File: src/tbc_pkg.sv
`default_nettype none

package tbc_pkg;

    localparam int PIX_W    = 8;
    localparam int THR_W    = 8;
    localparam int SIZE_W   = 12;
    localparam int COORD_W  = 11;
    localparam int ADDR_W   = 4;
    localparam int DATA_W   = 32;
    localparam int TDATA_W  = 24;

    localparam logic [1:0] REG_THRESHOLD    = 2'd0;
    localparam logic [1:0] REG_FRAME_WIDTH  = 2'd1;
    localparam logic [1:0] REG_FRAME_HEIGHT = 2'd2;

    localparam logic [THR_W-1:0]  THRESHOLD_RST    = 8'd0;
    localparam logic [SIZE_W-1:0] FRAME_WIDTH_RST  = 12'd640;
    localparam logic [SIZE_W-1:0] FRAME_HEIGHT_RST = 12'd480;

    typedef struct packed {
        logic [THR_W-1:0]  threshold;
        logic [SIZE_W-1:0] frame_width;
        logic [SIZE_W-1:0] frame_height;
    } tbc_cfg_t;

    typedef struct packed {
        logic               frame_end;
        logic [COORD_W-1:0] center_x;
        logic [COORD_W-1:0] center_y;
    } tbc_result_t;

endpackage

`default_nettype wire

File: src/tbc_apb.sv
`default_nettype none

module tbc_apb (
    input  wire logic                      aclk,
    input  wire logic                      aresetn,
    input  wire logic                      psel,
    input  wire logic                      penable,
    input  wire logic                      pwrite,
    input  wire logic [tbc_pkg::ADDR_W-1:0] paddr,
    input  wire logic [tbc_pkg::DATA_W-1:0] pwdata,
    output logic      [tbc_pkg::DATA_W-1:0] prdata,
    output logic                           pready,
    output tbc_pkg::tbc_cfg_t              cfg
);
    import tbc_pkg::*;

    tbc_cfg_t   cfg_reg;
    logic [1:0] idx;
    logic       wr_en;

    assign idx    = paddr[3:2];
    assign wr_en  = psel && penable && pwrite && pready;
    assign pready = 1'b1;
    assign cfg    = cfg_reg;

    always_ff @(posedge aclk) begin
        if (!aresetn) begin
            cfg_reg.threshold    <= THRESHOLD_RST;
            cfg_reg.frame_width  <= FRAME_WIDTH_RST;
            cfg_reg.frame_height <= FRAME_HEIGHT_RST;
        end else if (wr_en) begin
            unique case (idx)
                REG_THRESHOLD:    cfg_reg.threshold    <= pwdata[THR_W-1:0];
                REG_FRAME_WIDTH:  cfg_reg.frame_width  <= pwdata[SIZE_W-1:0];
                REG_FRAME_HEIGHT: cfg_reg.frame_height <= pwdata[SIZE_W-1:0];
                default: ;
            endcase
        end
    end

    always_comb begin
        unique case (idx)
            REG_THRESHOLD:    prdata = DATA_W'(cfg_reg.threshold);
            REG_FRAME_WIDTH:  prdata = DATA_W'(cfg_reg.frame_width);
            REG_FRAME_HEIGHT: prdata = DATA_W'(cfg_reg.frame_height);
            default:          prdata = '0;
        endcase
    end

endmodule

`default_nettype wire

File: src/tbc_track.sv
`default_nettype none

module tbc_track #(
    parameter int MAX_WIDTH  = 2048,
    parameter int MAX_HEIGHT = 2048
) (
    input  wire logic                      aclk,
    input  wire logic                      aresetn,
    input  wire logic                      advance,
    input  wire logic [tbc_pkg::PIX_W-1:0] pixel,
    input  tbc_pkg::tbc_cfg_t              cfg,
    output tbc_pkg::tbc_result_t           res
);
    import tbc_pkg::*;

    localparam int CW = $clog2(MAX_WIDTH);
    localparam int RW = $clog2(MAX_HEIGHT);
    localparam int WW = (CW + 1 > SIZE_W) ? CW + 1 : SIZE_W;
    localparam int HW = (RW + 1 > SIZE_W) ? RW + 1 : SIZE_W;

    logic [CW-1:0] col_reg, lc_reg, gc_reg, lc_next, gc_next, cx_diff, cx;
    logic [RW-1:0] row_reg, lr_reg, gr_reg, lr_next, gr_next, cy_diff, cy;
    logic          found_reg, found_next, pass;
    logic [WW-1:0] fw_ext, w_eff;
    logic [HW-1:0] fh_ext, h_eff;
    logic          last_col, last_row, frame_end;

    assign fw_ext = WW'(cfg.frame_width);
    assign fh_ext = HW'(cfg.frame_height);

    always_comb begin
        priority if (fw_ext == '0)              w_eff = WW'(1);
        else if (fw_ext > WW'(MAX_WIDTH))       w_eff = WW'(MAX_WIDTH);
        else                                    w_eff = fw_ext;
        priority if (fh_ext == '0)              h_eff = HW'(1);
        else if (fh_ext > HW'(MAX_HEIGHT))      h_eff = HW'(MAX_HEIGHT);
        else                                    h_eff = fh_ext;
    end

    assign last_col  = (WW'(col_reg) + WW'(1)) >= w_eff;
    assign last_row  = (HW'(row_reg) + HW'(1)) >= h_eff;
    assign frame_end = last_col && last_row;
    assign pass      = pixel > cfg.threshold;

    always_comb begin
        lc_next    = lc_reg;
        gc_next    = gc_reg;
        lr_next    = lr_reg;
        gr_next    = gr_reg;
        found_next = found_reg;
        if (pass) begin
            found_next = 1'b1;
            if (!found_reg) begin
                lc_next = col_reg;
                gc_next = col_reg;
                lr_next = row_reg;
                gr_next = row_reg;
            end else begin
                if (col_reg < lc_reg) lc_next = col_reg;
                if (col_reg > gc_reg) gc_next = col_reg;
                if (row_reg < lr_reg) lr_next = row_reg;
                if (row_reg > gr_reg) gr_next = row_reg;
            end
        end
    end

    assign cx_diff = gc_next - lc_next;
    assign cy_diff = gr_next - lr_next;
    assign cx      = found_next ? lc_next + (cx_diff >> 1) : '0;
    assign cy      = found_next ? lr_next + (cy_diff >> 1) : '0;

    assign res.frame_end = frame_end;
    assign res.center_x  = COORD_W'(cx);
    assign res.center_y  = COORD_W'(cy);

    always_ff @(posedge aclk) begin
        if (!aresetn || (advance && frame_end)) begin
            col_reg   <= '0;
            row_reg   <= '0;
            lc_reg    <= '0;
            gc_reg    <= '0;
            lr_reg    <= '0;
            gr_reg    <= '0;
            found_reg <= 1'b0;
        end else if (advance) begin
            lc_reg    <= lc_next;
            gc_reg    <= gc_next;
            lr_reg    <= lr_next;
            gr_reg    <= gr_next;
            found_reg <= found_next;
            if (last_col) begin
                col_reg <= '0;
                row_reg <= row_reg + RW'(1);
            end else begin
                col_reg <= col_reg + CW'(1);
            end
        end
    end

endmodule

`default_nettype wire

File: src/threshold_blob_center.sv
// A pixel that ends a frame is registered in pix_reg; once the result stage is free, cx_reg/cy_reg drive m_tdata.
// Throughput: one pixel per cycle while m_tready holds high; a stalled result
// holds only the last pixel of a frame, the others keep flowing.
// Reset: synchronous active-low aresetn clears the pipeline, counters and
// bounding box, and loads threshold 0, width 640, height 480.
`default_nettype none

module threshold_blob_center #(
    parameter int MAX_WIDTH  = 2048,
    parameter int MAX_HEIGHT = 2048
) (
    input  wire logic                        aclk,
    input  wire logic                        aresetn,
    // pixel[7:0]
    input  wire logic [tbc_pkg::PIX_W-1:0]   s_tdata,
    input  wire logic                        s_tvalid,
    output logic                             s_tready,
    // center_x[10:0], center_y[21:11], zero[23:22]
    output logic      [tbc_pkg::TDATA_W-1:0] m_tdata,
    output logic                             m_tvalid,
    input  wire logic                        m_tready,
    input  wire logic                        psel,
    input  wire logic                        penable,
    input  wire logic                        pwrite,
    input  wire logic [tbc_pkg::ADDR_W-1:0]  paddr,
    input  wire logic [tbc_pkg::DATA_W-1:0]  pwdata,
    output logic      [tbc_pkg::DATA_W-1:0]  prdata,
    output logic                             pready
);
    import tbc_pkg::*;

    tbc_cfg_t           cfg;
    tbc_result_t        res;
    logic               in_valid_reg;
    logic [PIX_W-1:0]   pix_reg;
    logic               out_valid_reg;
    logic [COORD_W-1:0] cx_reg, cy_reg;
    logic               out_free, advance;

    tbc_apb u_apb (
        .aclk    (aclk),
        .aresetn (aresetn),
        .psel    (psel),
        .penable (penable),
        .pwrite  (pwrite),
        .paddr   (paddr),
        .pwdata  (pwdata),
        .prdata  (prdata),
        .pready  (pready),
        .cfg     (cfg)
    );

    tbc_track #(
        .MAX_WIDTH  (MAX_WIDTH),
        .MAX_HEIGHT (MAX_HEIGHT)
    ) u_track (
        .aclk    (aclk),
        .aresetn (aresetn),
        .advance (advance),
        .pixel   (pix_reg),
        .cfg     (cfg),
        .res     (res)
    );

    assign out_free = !out_valid_reg || m_tready;
    assign advance  = in_valid_reg && (out_free || !res.frame_end);
    assign s_tready = !in_valid_reg || advance;

    always_ff @(posedge aclk) begin
        if (!aresetn) begin
            in_valid_reg <= 1'b0;
        end else if (s_tready) begin
            in_valid_reg <= s_tvalid;
        end
    end

    always_ff @(posedge aclk) begin
        if (s_tready && s_tvalid) begin
            pix_reg <= s_tdata;
        end
    end

    always_ff @(posedge aclk) begin
        if (!aresetn) begin
            out_valid_reg <= 1'b0;
        end else if (out_free) begin
            out_valid_reg <= advance && res.frame_end;
        end
    end

    always_ff @(posedge aclk) begin
        if (advance && res.frame_end) begin
            cx_reg <= res.center_x;
            cy_reg <= res.center_y;
        end
    end

    assign m_tvalid = out_valid_reg;
    assign m_tdata  = {(TDATA_W - 2 * COORD_W)'(0), cy_reg, cx_reg};

endmodule

`default_nettype wire

File: config.mk
export PLATFORM = sky130hd
export DESIGN_NAME = threshold_blob_center
export DESIGN_NICKNAME = d
export VERILOG_FILES = /design/src/tbc_pkg.sv /design/src/tbc_apb.sv /design/src/tbc_track.sv /design/src/threshold_blob_center.sv
export SDC_FILE = /design/constraint.sdc
export NUM_CORES = 1
export LEC_CHECK = 0
export ABC_AREA = 0
export BUFFER_PORTS_ARGS = -buffer_cell sky130_fd_sc_hd__buf_2
export CORE_ASPECT_RATIO = 0.8
export CORE_MARGIN = 2
export CORE_UTILIZATION = 50
export CTS_BUF_LIST = sky130_fd_sc_hd__clkbuf_16
export DETAILED_ROUTE_END_ITERATION = 7
export PLACE_DENSITY = 0.7
export SYNTH_ARGS = -nofsm -noshare
export SYNTH_HDL_FRONTEND = slang
export SYNTH_SLANG_ARGS = --single-unit
File: constraint.sdc
create_clock -name aclk -period 5.6 [get_ports aclk]
set_input_delay 0.84 -clock aclk [delete_from_list [all_inputs] [get_ports aclk]]
set_output_delay 0.84 -clock aclk [all_outputs]
set_load 0.02 [all_outputs]
==> summary.md, run 1 <==
| Metric | Value |
|---|---|
| IO Count | between 100 and 150 |
| Die area | 20300 um2 |
| Die extent in x | about 160 um |
| NetSw | 0.951 mW |
| Final period demand of the worst path | around 5.3 ns |
| Tot GR Track Use | approximately 22% |
| Worst path max stage delay | 0.55 ns |
| Mapped Cells | about 1100 |
| Yosys Warn Count | 0 |
| Most frequent cells in the layout | 115 x nor2_1, 115 x ha_1, 114 x nand2_1, 101 x dfxtp_1, 90 x inv_1 |
| Port bufs | 64 |
| Largest area contributor in the netlist | dfxtp_1 |
| Vias per inst | roughly 5.4 |
| Leakage | between 5 and 6 nW |
| Clock Tree Root | clkbuf_16 |
| TritonCTS clock tree | done |
| Clock Skew | between 0.009 and 0.01 ns |
| Setup crit start kind | flop |
| Layout area overhead | 14.8% |
| Maximum fanout along the worst path | 7 |
| Most used DFF post-synth | dfxtp_1 |
| Worst hold path type | flop to flop |
| Clock share of power | around 40% |
| H-tree levels | 4 |
| Antenna violations before repair | 0 |
| Drt initial violations | between 500 and 600 |
| Critical Path RT | a little under 6 ns |
| Die Y | roughly 130 um |
| Drt pass-1 iters | 5 |
| Crit Path Category | flop to flop |
| Row Count | 45 |
| Slowest cell on crit path | fa_1 |
| Routed WL | about 22000 um |
| Crit-path cells | ha_1, a21o_1, a21o_1, a221o_1, o21ai_2, and2_2, nor2_1, a21oi_1, inv_1, fa_1, inv_1, ha_1, fa_1, a21o_1, a21oi_1, o21bai_1, a21oi_1, o21ai_1, a21o_1, a21oi_1, xnor2_1, nor2_1 |
| Sequential share of the synthesized area | about 30% |
| Final Util | 58.3% |
| Period utilisation layout | about 94% |
| DRT antenna net count | 0 |
| CP Data Arrival Time | 5.47 ns |
| Largest net degree at the start of global routing | 68 |
| Detail Placement HPWL | between 15000 and 20000 um |
| Seq cells post-synth | between 100 and 150 |
| Reg power frac | between 30 and 40% |
| RePlAce Congestion | ~0.84 |
| Clock latency on the worst-skew pair | between 0.4 and 0.5 ns |
| Routed via count | ~8000 |
| Mapped Area | roughly 9600 um2 |
| CTS max path bufs | 2 |
| Setup ws final | ~0.32 ns |
| Slew margin rel. | between 30 and 40% |
| Area contributors post-synth | dfxtp_1 21%, ha_1 15%, edfxtp_1 9.4%, nor2_1 4.5%, nand2_1 4.5% |
| Max FFs per register | 32 |
| FFs w/ async S/R, synth | 0% |
| Logic pwr share | 24.9% |
| Final hold violation count | 0 |
| Status | finished clean |
| Cell Int Power | around 2.0 mW |
| First-pass GRT wire length | ~37000 um |
| Syn Area/Cell | 8.35 um2 |
| Core area | 18900 um2 |
| Ratio of cells with drive above 1 in the final layout | approximately 15% |
| Average wire per standard cell | 14.9 um |
| Worst-path clk slew | around 0.070 ns |
| Yosys cell types | 62 |
| CP endpoint kind | flop |
| Worst vdd ir | roughly 200 uV |
| ANT cells | 0 |
| Grt total ovfl | 0 |
| Slew Limit Fails | 0 |
| Place WS | ~0.20 ns |
| Final setup viols | 0 |
| Worst-Margin Slew | between 0.9 and 1 ns |
| Layout Nets | about 1400 |
| Share of the synthesized area in the top cell type | about a fifth |
| Vias in the first global route | between 7000 and 8000 |
| Clk sinks | around 130 |
| Total of max-cap violations | 0 |
| Number of synthesized flops with an enable pin | 30 |
| Net Sw Frac | about a third |
| Initial Util | between 50% and 60% |
| Power per cell area | around 260 nW/um2 |
| CTS buffer count | 17 |
| DRC | 0 |
| Fmax | 189 MHz |
| Post-cts hold buffer count | 0 |
## final timing paths
kind / from / end / slack [ns] / depth (start not counted)
setup / recovery: u_track.row_reg[8] / cy_reg[10] / 0.32 / 22
hold reg to reg: u_track.gc_reg[4] / u_track.gc_reg[4] / 0.50 / 2
hold / removal: u_track.gc_reg[4] / u_track.gc_reg[4] / 0.50 / 2
setup reg to reg: u_track.row_reg[8] / cy_reg[10] / 0.32 / 22
## cells in the mapped netlist, types with 3 or more instances
| cell | number |
|---|---|
| mux2i_1 | 17 |
| xor2_1 | 34 |
| and2_1 | 5 |
| a21o_1 | 34 |
| a22oi_1 | 3 |
| o21bai_1 | 3 |
| nand2_1 | 114 |
| nand4_1 | 16 |
| o21ai_0 | 32 |
| a31oi_1 | 4 |
| edfxtp_1 | 30 |
| o21ai_1 | 21 |
| a21oi_1 | 83 |
| and3_1 | 16 |
| inv_1 | 90 |
| xnor2_1 | 31 |
| ha_1 | 115 |
| a211oi_1 | 47 |
| a22o_1 | 4 |
| a311oi_1 | 3 |
| nand2b_1 | 10 |
| o21a_1 | 6 |
| fa_1 | 4 |
| buf_4 | 26 |
| nand3_1 | 18 |
| or3_1 | 7 |
| dfxtp_1 | 101 |
| and4_1 | 6 |
| o211ai_1 | 6 |
| nor2b_1 | 27 |
| a21boi_0 | 18 |
| nor3_1 | 10 |
| o21ai_2 | 3 |
| buf_2 | 15 |
| nor2_1 | 116 |
| clkbuf_1 | 32 |
| o31ai_4 | 3 |
| nor4_1 | 4 |
## worst max-delay path, delay by kind of cell, from the launching register on
family / cells / cell delay [ns]
buffers and inverters: 2 / 0.19
AO/OA/AOI/OAI: 12 / 2.36
XOR/XNOR: 1 / 0.21
adder cells (fa/ha/maj): 4 / 1.44
AND/OR/NAND/NOR: 3 / 0.40
flip-flops: 1 / 0.43
## metal layers
layer | GRT usage [%] | routed length [um] | vias to the layer above
li1 | - | - | 4132
met1 | 32.7 | 11400 | 3762
met2 | 33.3 | 9420 | 191
met3 | 3.98 | 1110 | 30
met4 | 7.66 | 365 | 0
met5 | 0 | 0 | -
## final cells by class
| type | count | area [um2] |
|---|---|---|
| clock buffers | 17 | 425 |
| flip-flops and latches | 131 | 2920 |
| clock inverters | 15 | 179 |
| repair buffers | 118 | 754 |
| multi-input cells | 874 | 6060 |
| well taps | 258 | 323 |
| fillers | 1723 | 7860 |
| inverters | 90 | 338 |
## repair_timing
item	CTS	global route
resized for setup	0	14
endpoints found under the setup margin	0	3
setup buffers	0	4
## cells by family (layout without fill, tap and decap cells)
family	Yosys count	count (layout)	synth area share, %
and+or+nand+nor	366	366	18.4
AOI/OAI and AO/OA	283	283	19.7
buffers and inverters	164	240	7.64
DFF	131	131	30.5
adders and majority gates	119	119	15.8
xor gates and xnor gates	65	65	5.94
muxes	18	18	1.89
other	2	23	0.0783
## through the flow
stage / total power [mW] / cells / instance area, um2 / TNS (ns) / hold slack (ns)
4_1_cts: 2.91 / 1499 / 10900 / 0 / 0.497
3_5_place_dp: 1.76 / 1467 / 10300 / 0 / 0.483
2_1_floorplan: 1.62 / 1169 / 9670 / 0 / 0.456
6_report: 2.91 / 1503 / 11000 / 0 / 0.497
5_1_grt: 3.06 / 1503 / 11000 / -0.00187 / 0.520
3_3_place_gp: 1.74 / 1467 / 10300 / 0 / 0.477
## power groups by stage
stage	Sequential [mW]	Combinational [mW]	Clock, mW
final	1.03	0.725	1.16
after CTS	1.03	0.714	1.17
after detailed placement	1.05	0.707	0
after global placement	1.05	0.697	0
after floorplan	1.04	0.573	0
after global routing	1.03	0.818	1.21
(Power assumes the default switching activity.)
==> run 2: changes to the inputs <==
- MAX_ROUTING_LAYER: unset -> met4
==> run 2 against run 1 <==
- final cell count did not move
- total power barely moved
- non-clock buffer count did not move
- fmax fell by 0.11%
- routed wire length rose by 0.23%
- critical path depth did not move
- combinational power barely moved
- largest cell class unchanged
- critical path type unchanged
- clock power barely moved
- first-iteration DRC count fell by 1.2%
- sequential share of layout area barely moved
==> summary.md, run 2 (synthesized netlist as in run 1, its figures left out) <==
| Metric | Value |
|---|---|
| Port bufs | 64 (unchanged) |
| RePlAce Congestion | 0.854 (+1.6%) |
| Critical Path RT | 5.79 ns (about the same) |
| Status | finished clean |
| Setup ws final | 0.310 ns (-0.00603 ns) |
| Die extent in x | 159 um (unchanged) |
| Vias per inst | 5.41 (+0.22%) |
| Die area | 20300 um2 (unchanged) |
| RSZ-0062 raised after global routing | no |
| Clock latency on the worst-skew pair | 0.45 ns (about the same) |
| Layout area overhead | 14.8% (about the same) |
| Post-route insts no fill | 1503 (unchanged) |
| CTS buffer count | 17 (unchanged) |
| Clock Skew | 0.0109 ns (+0.00133 ns) |
| Clk sinks | 131 (unchanged) |
| Average wire per standard cell | 14.9 um (+0.23%) |
| CTS max path bufs | 2 (unchanged) |
| Final hold violation count | 0 (unchanged) |
| Tot GR Track Use | 23.1% (+0.74 points) |
| Post-cts hold buffer count | 0 (unchanged) |
| CP endpoint kind | flop |
| CP Data Arrival Time | 5.48 ns (about the same) |
| Leakage | 5.10 nW (about the same) |
| TritonCTS clock tree | done |
| Antenna violations before repair | 0 (unchanged) |
| Final setup viols | 0 (unchanged) |
| Maximum fanout along the worst path | 7 (unchanged) |
| First-pass GRT wire length | 36700 um (about the same) |
| Drt pass-1 iters | 5 (unchanged) |
| IO Count | 110 (unchanged) |
| Worst-Margin Slew | 0.977 ns (+0.0258 ns) |
| H-tree levels | 4 (unchanged) |
| Fmax | 189 MHz (-0.11%) |
| Period utilisation layout | 94.5% (+0.11 points) |
| Final Util | 58.4% (about the same) |
| Largest net degree at the start of global routing | 68 (unchanged) |
| Final setup TNS | 0 ns (unchanged) |
| Routed via count | 8133 (+0.22%) |
| Worst hold path type | flop to flop |
| Routed WL | 22400 um (+0.23%) |
| Grt total ovfl | 0 (unchanged) |
| DRC | 0 (unchanged) |
| Setup crit start kind | flop |
| Max FFs per register | 32 (unchanged) |
| Instance area at placement | 10300 um2 (unchanged) |
| Power per cell area | 264 nW/um2 (about the same) |
| Worst vdd ir | 201 uV (+0.96%) |
| Layout Nets | 1402 (unchanged) |
| Clock Tree Root | clkbuf_16 |
| Final Cell Area | 11000 um2 (about the same) |
| ANT cells | 0 (unchanged) |
| Slew margin rel. | 34.8% (-1.7 points) |
| Detail Placement HPWL | 16900 um (unchanged) |
| Fillers | 1723 (unchanged) |
| Ratio of cells with drive above 1 in the final layout | 15.1% (+0.080 points) |
| Place WS | 0.202 ns (unchanged) |
| Core area | 18900 um2 (unchanged) |
| Total of max-cap violations | 0 (unchanged) |
| Initial Util | 50.8% (unchanged) |
| Drt initial violations | 555 (-1.2%) |
| Seq. cell area | 2920 um2 (unchanged) |
| Inst Count DP | 1467 (unchanged) |
| Row Count | 45 (unchanged) |
| Worst-path clk slew | 0.07 ns (about the same) |
| Most frequent cells in the layout | 115 x nor2_1, 115 x ha_1, 114 x nand2_1, 101 x dfxtp_1, 90 x inv_1 |
| Slew Limit Fails | 0 (unchanged) |
| Vias in the first global route | 7315 (unchanged) |
| Die Y | 128 um (unchanged) |
| Final period demand of the worst path | 5.29 ns (+0.00603 ns) |
| DRT antenna net count | 0 (unchanged) |
| Area of the multi-input gates | 6060 um2 (about the same) |
| Crit Path Category | flop to flop |
[run 2: cell types whose count changed in the layout (fill, tap and decap cells not counted)]
cell | before | now
a211oi_2 | 1 | 2
a211oi_1 | 47 | 46
[run 2: metal layers]
metal | vias up | GRT usage (%) | wire [um]
li1 | 4133 | - | -
met1 | 3755 | 32.9 | 11400
met2 | 211 | 33.2 | 9370
met3 | 34 | 4.50 | 1280
met4 | 0 | 7.18 | 379
met5 | - | - | 0
[run 2: area by class of cell]
cell class / instances / area share (%)
flip-flops and latches: 131 / 26.6
repair buffers: 118 / 6.85
multi-input cells: 874 / 55.1
well taps: 258 / 2.93
inverters: 90 / 3.07
clock buffers: 17 / 3.86
clock inverters: 15 / 1.63
[run 2: worst paths after layout]
| path | from | endpoint | slack (ns) | cells after the start |
|---|---|---|---|---|
| worst max-delay path | u_track.row_reg[8] | cy_reg[10] | 0.31 | 22 |
| worst min register to register | u_track.gc_reg[4] | u_track.gc_reg[4] | 0.50 | 2 |
| worst max register to register | u_track.row_reg[8] | cy_reg[10] | 0.31 | 22 |
| worst min-delay path | u_track.gc_reg[4] | u_track.gc_reg[4] | 0.50 | 2 |
[run 2: timing repair]
item	in CTS	in global routing
setup endpoints to repair	0	3
hold endpoints to repair	0	0
resized for setup	0	15
setup buffers	0	4
[run 2: power by group]
part	internal [mW]	total, mW	switching, mW
Combinational	0.305	0.725	0.420
Clock	0.641	1.16	0.516
Sequential	1.01	1.03	0.0176
[run 2: per-stage QoR]
step / hold slack [ns] / total power, mW
after floorplan: 0.456 / 1.62
after global placement: 0.477 / 1.74
after detailed placement: 0.483 / 1.76
after CTS: 0.497 / 2.91
after global routing: 0.520 / 3.06
final: 0.497 / 2.91
[run 2: worst max-delay path, stage by stage (launching register included)]
cell      delay, ns
dfxtp_1        0.44
ha_1           0.29
a21o_1         0.16
a21o_1         0.18
a221o_1        0.33
o21ai_2        0.21
and2_2         0.27
nor2_1         0.06
a21oi_1        0.18
inv_1          0.15
fa_1           0.55
inv_1          0.04
ha_1           0.20
fa_1           0.40
a21o_1         0.17
a21oi_1        0.21
o21bai_1       0.09
a21oi_1        0.25
o21ai_1        0.16
a21o_1         0.20
a21oi_1        0.21
xnor2_1        0.20
nor2_1         0.08
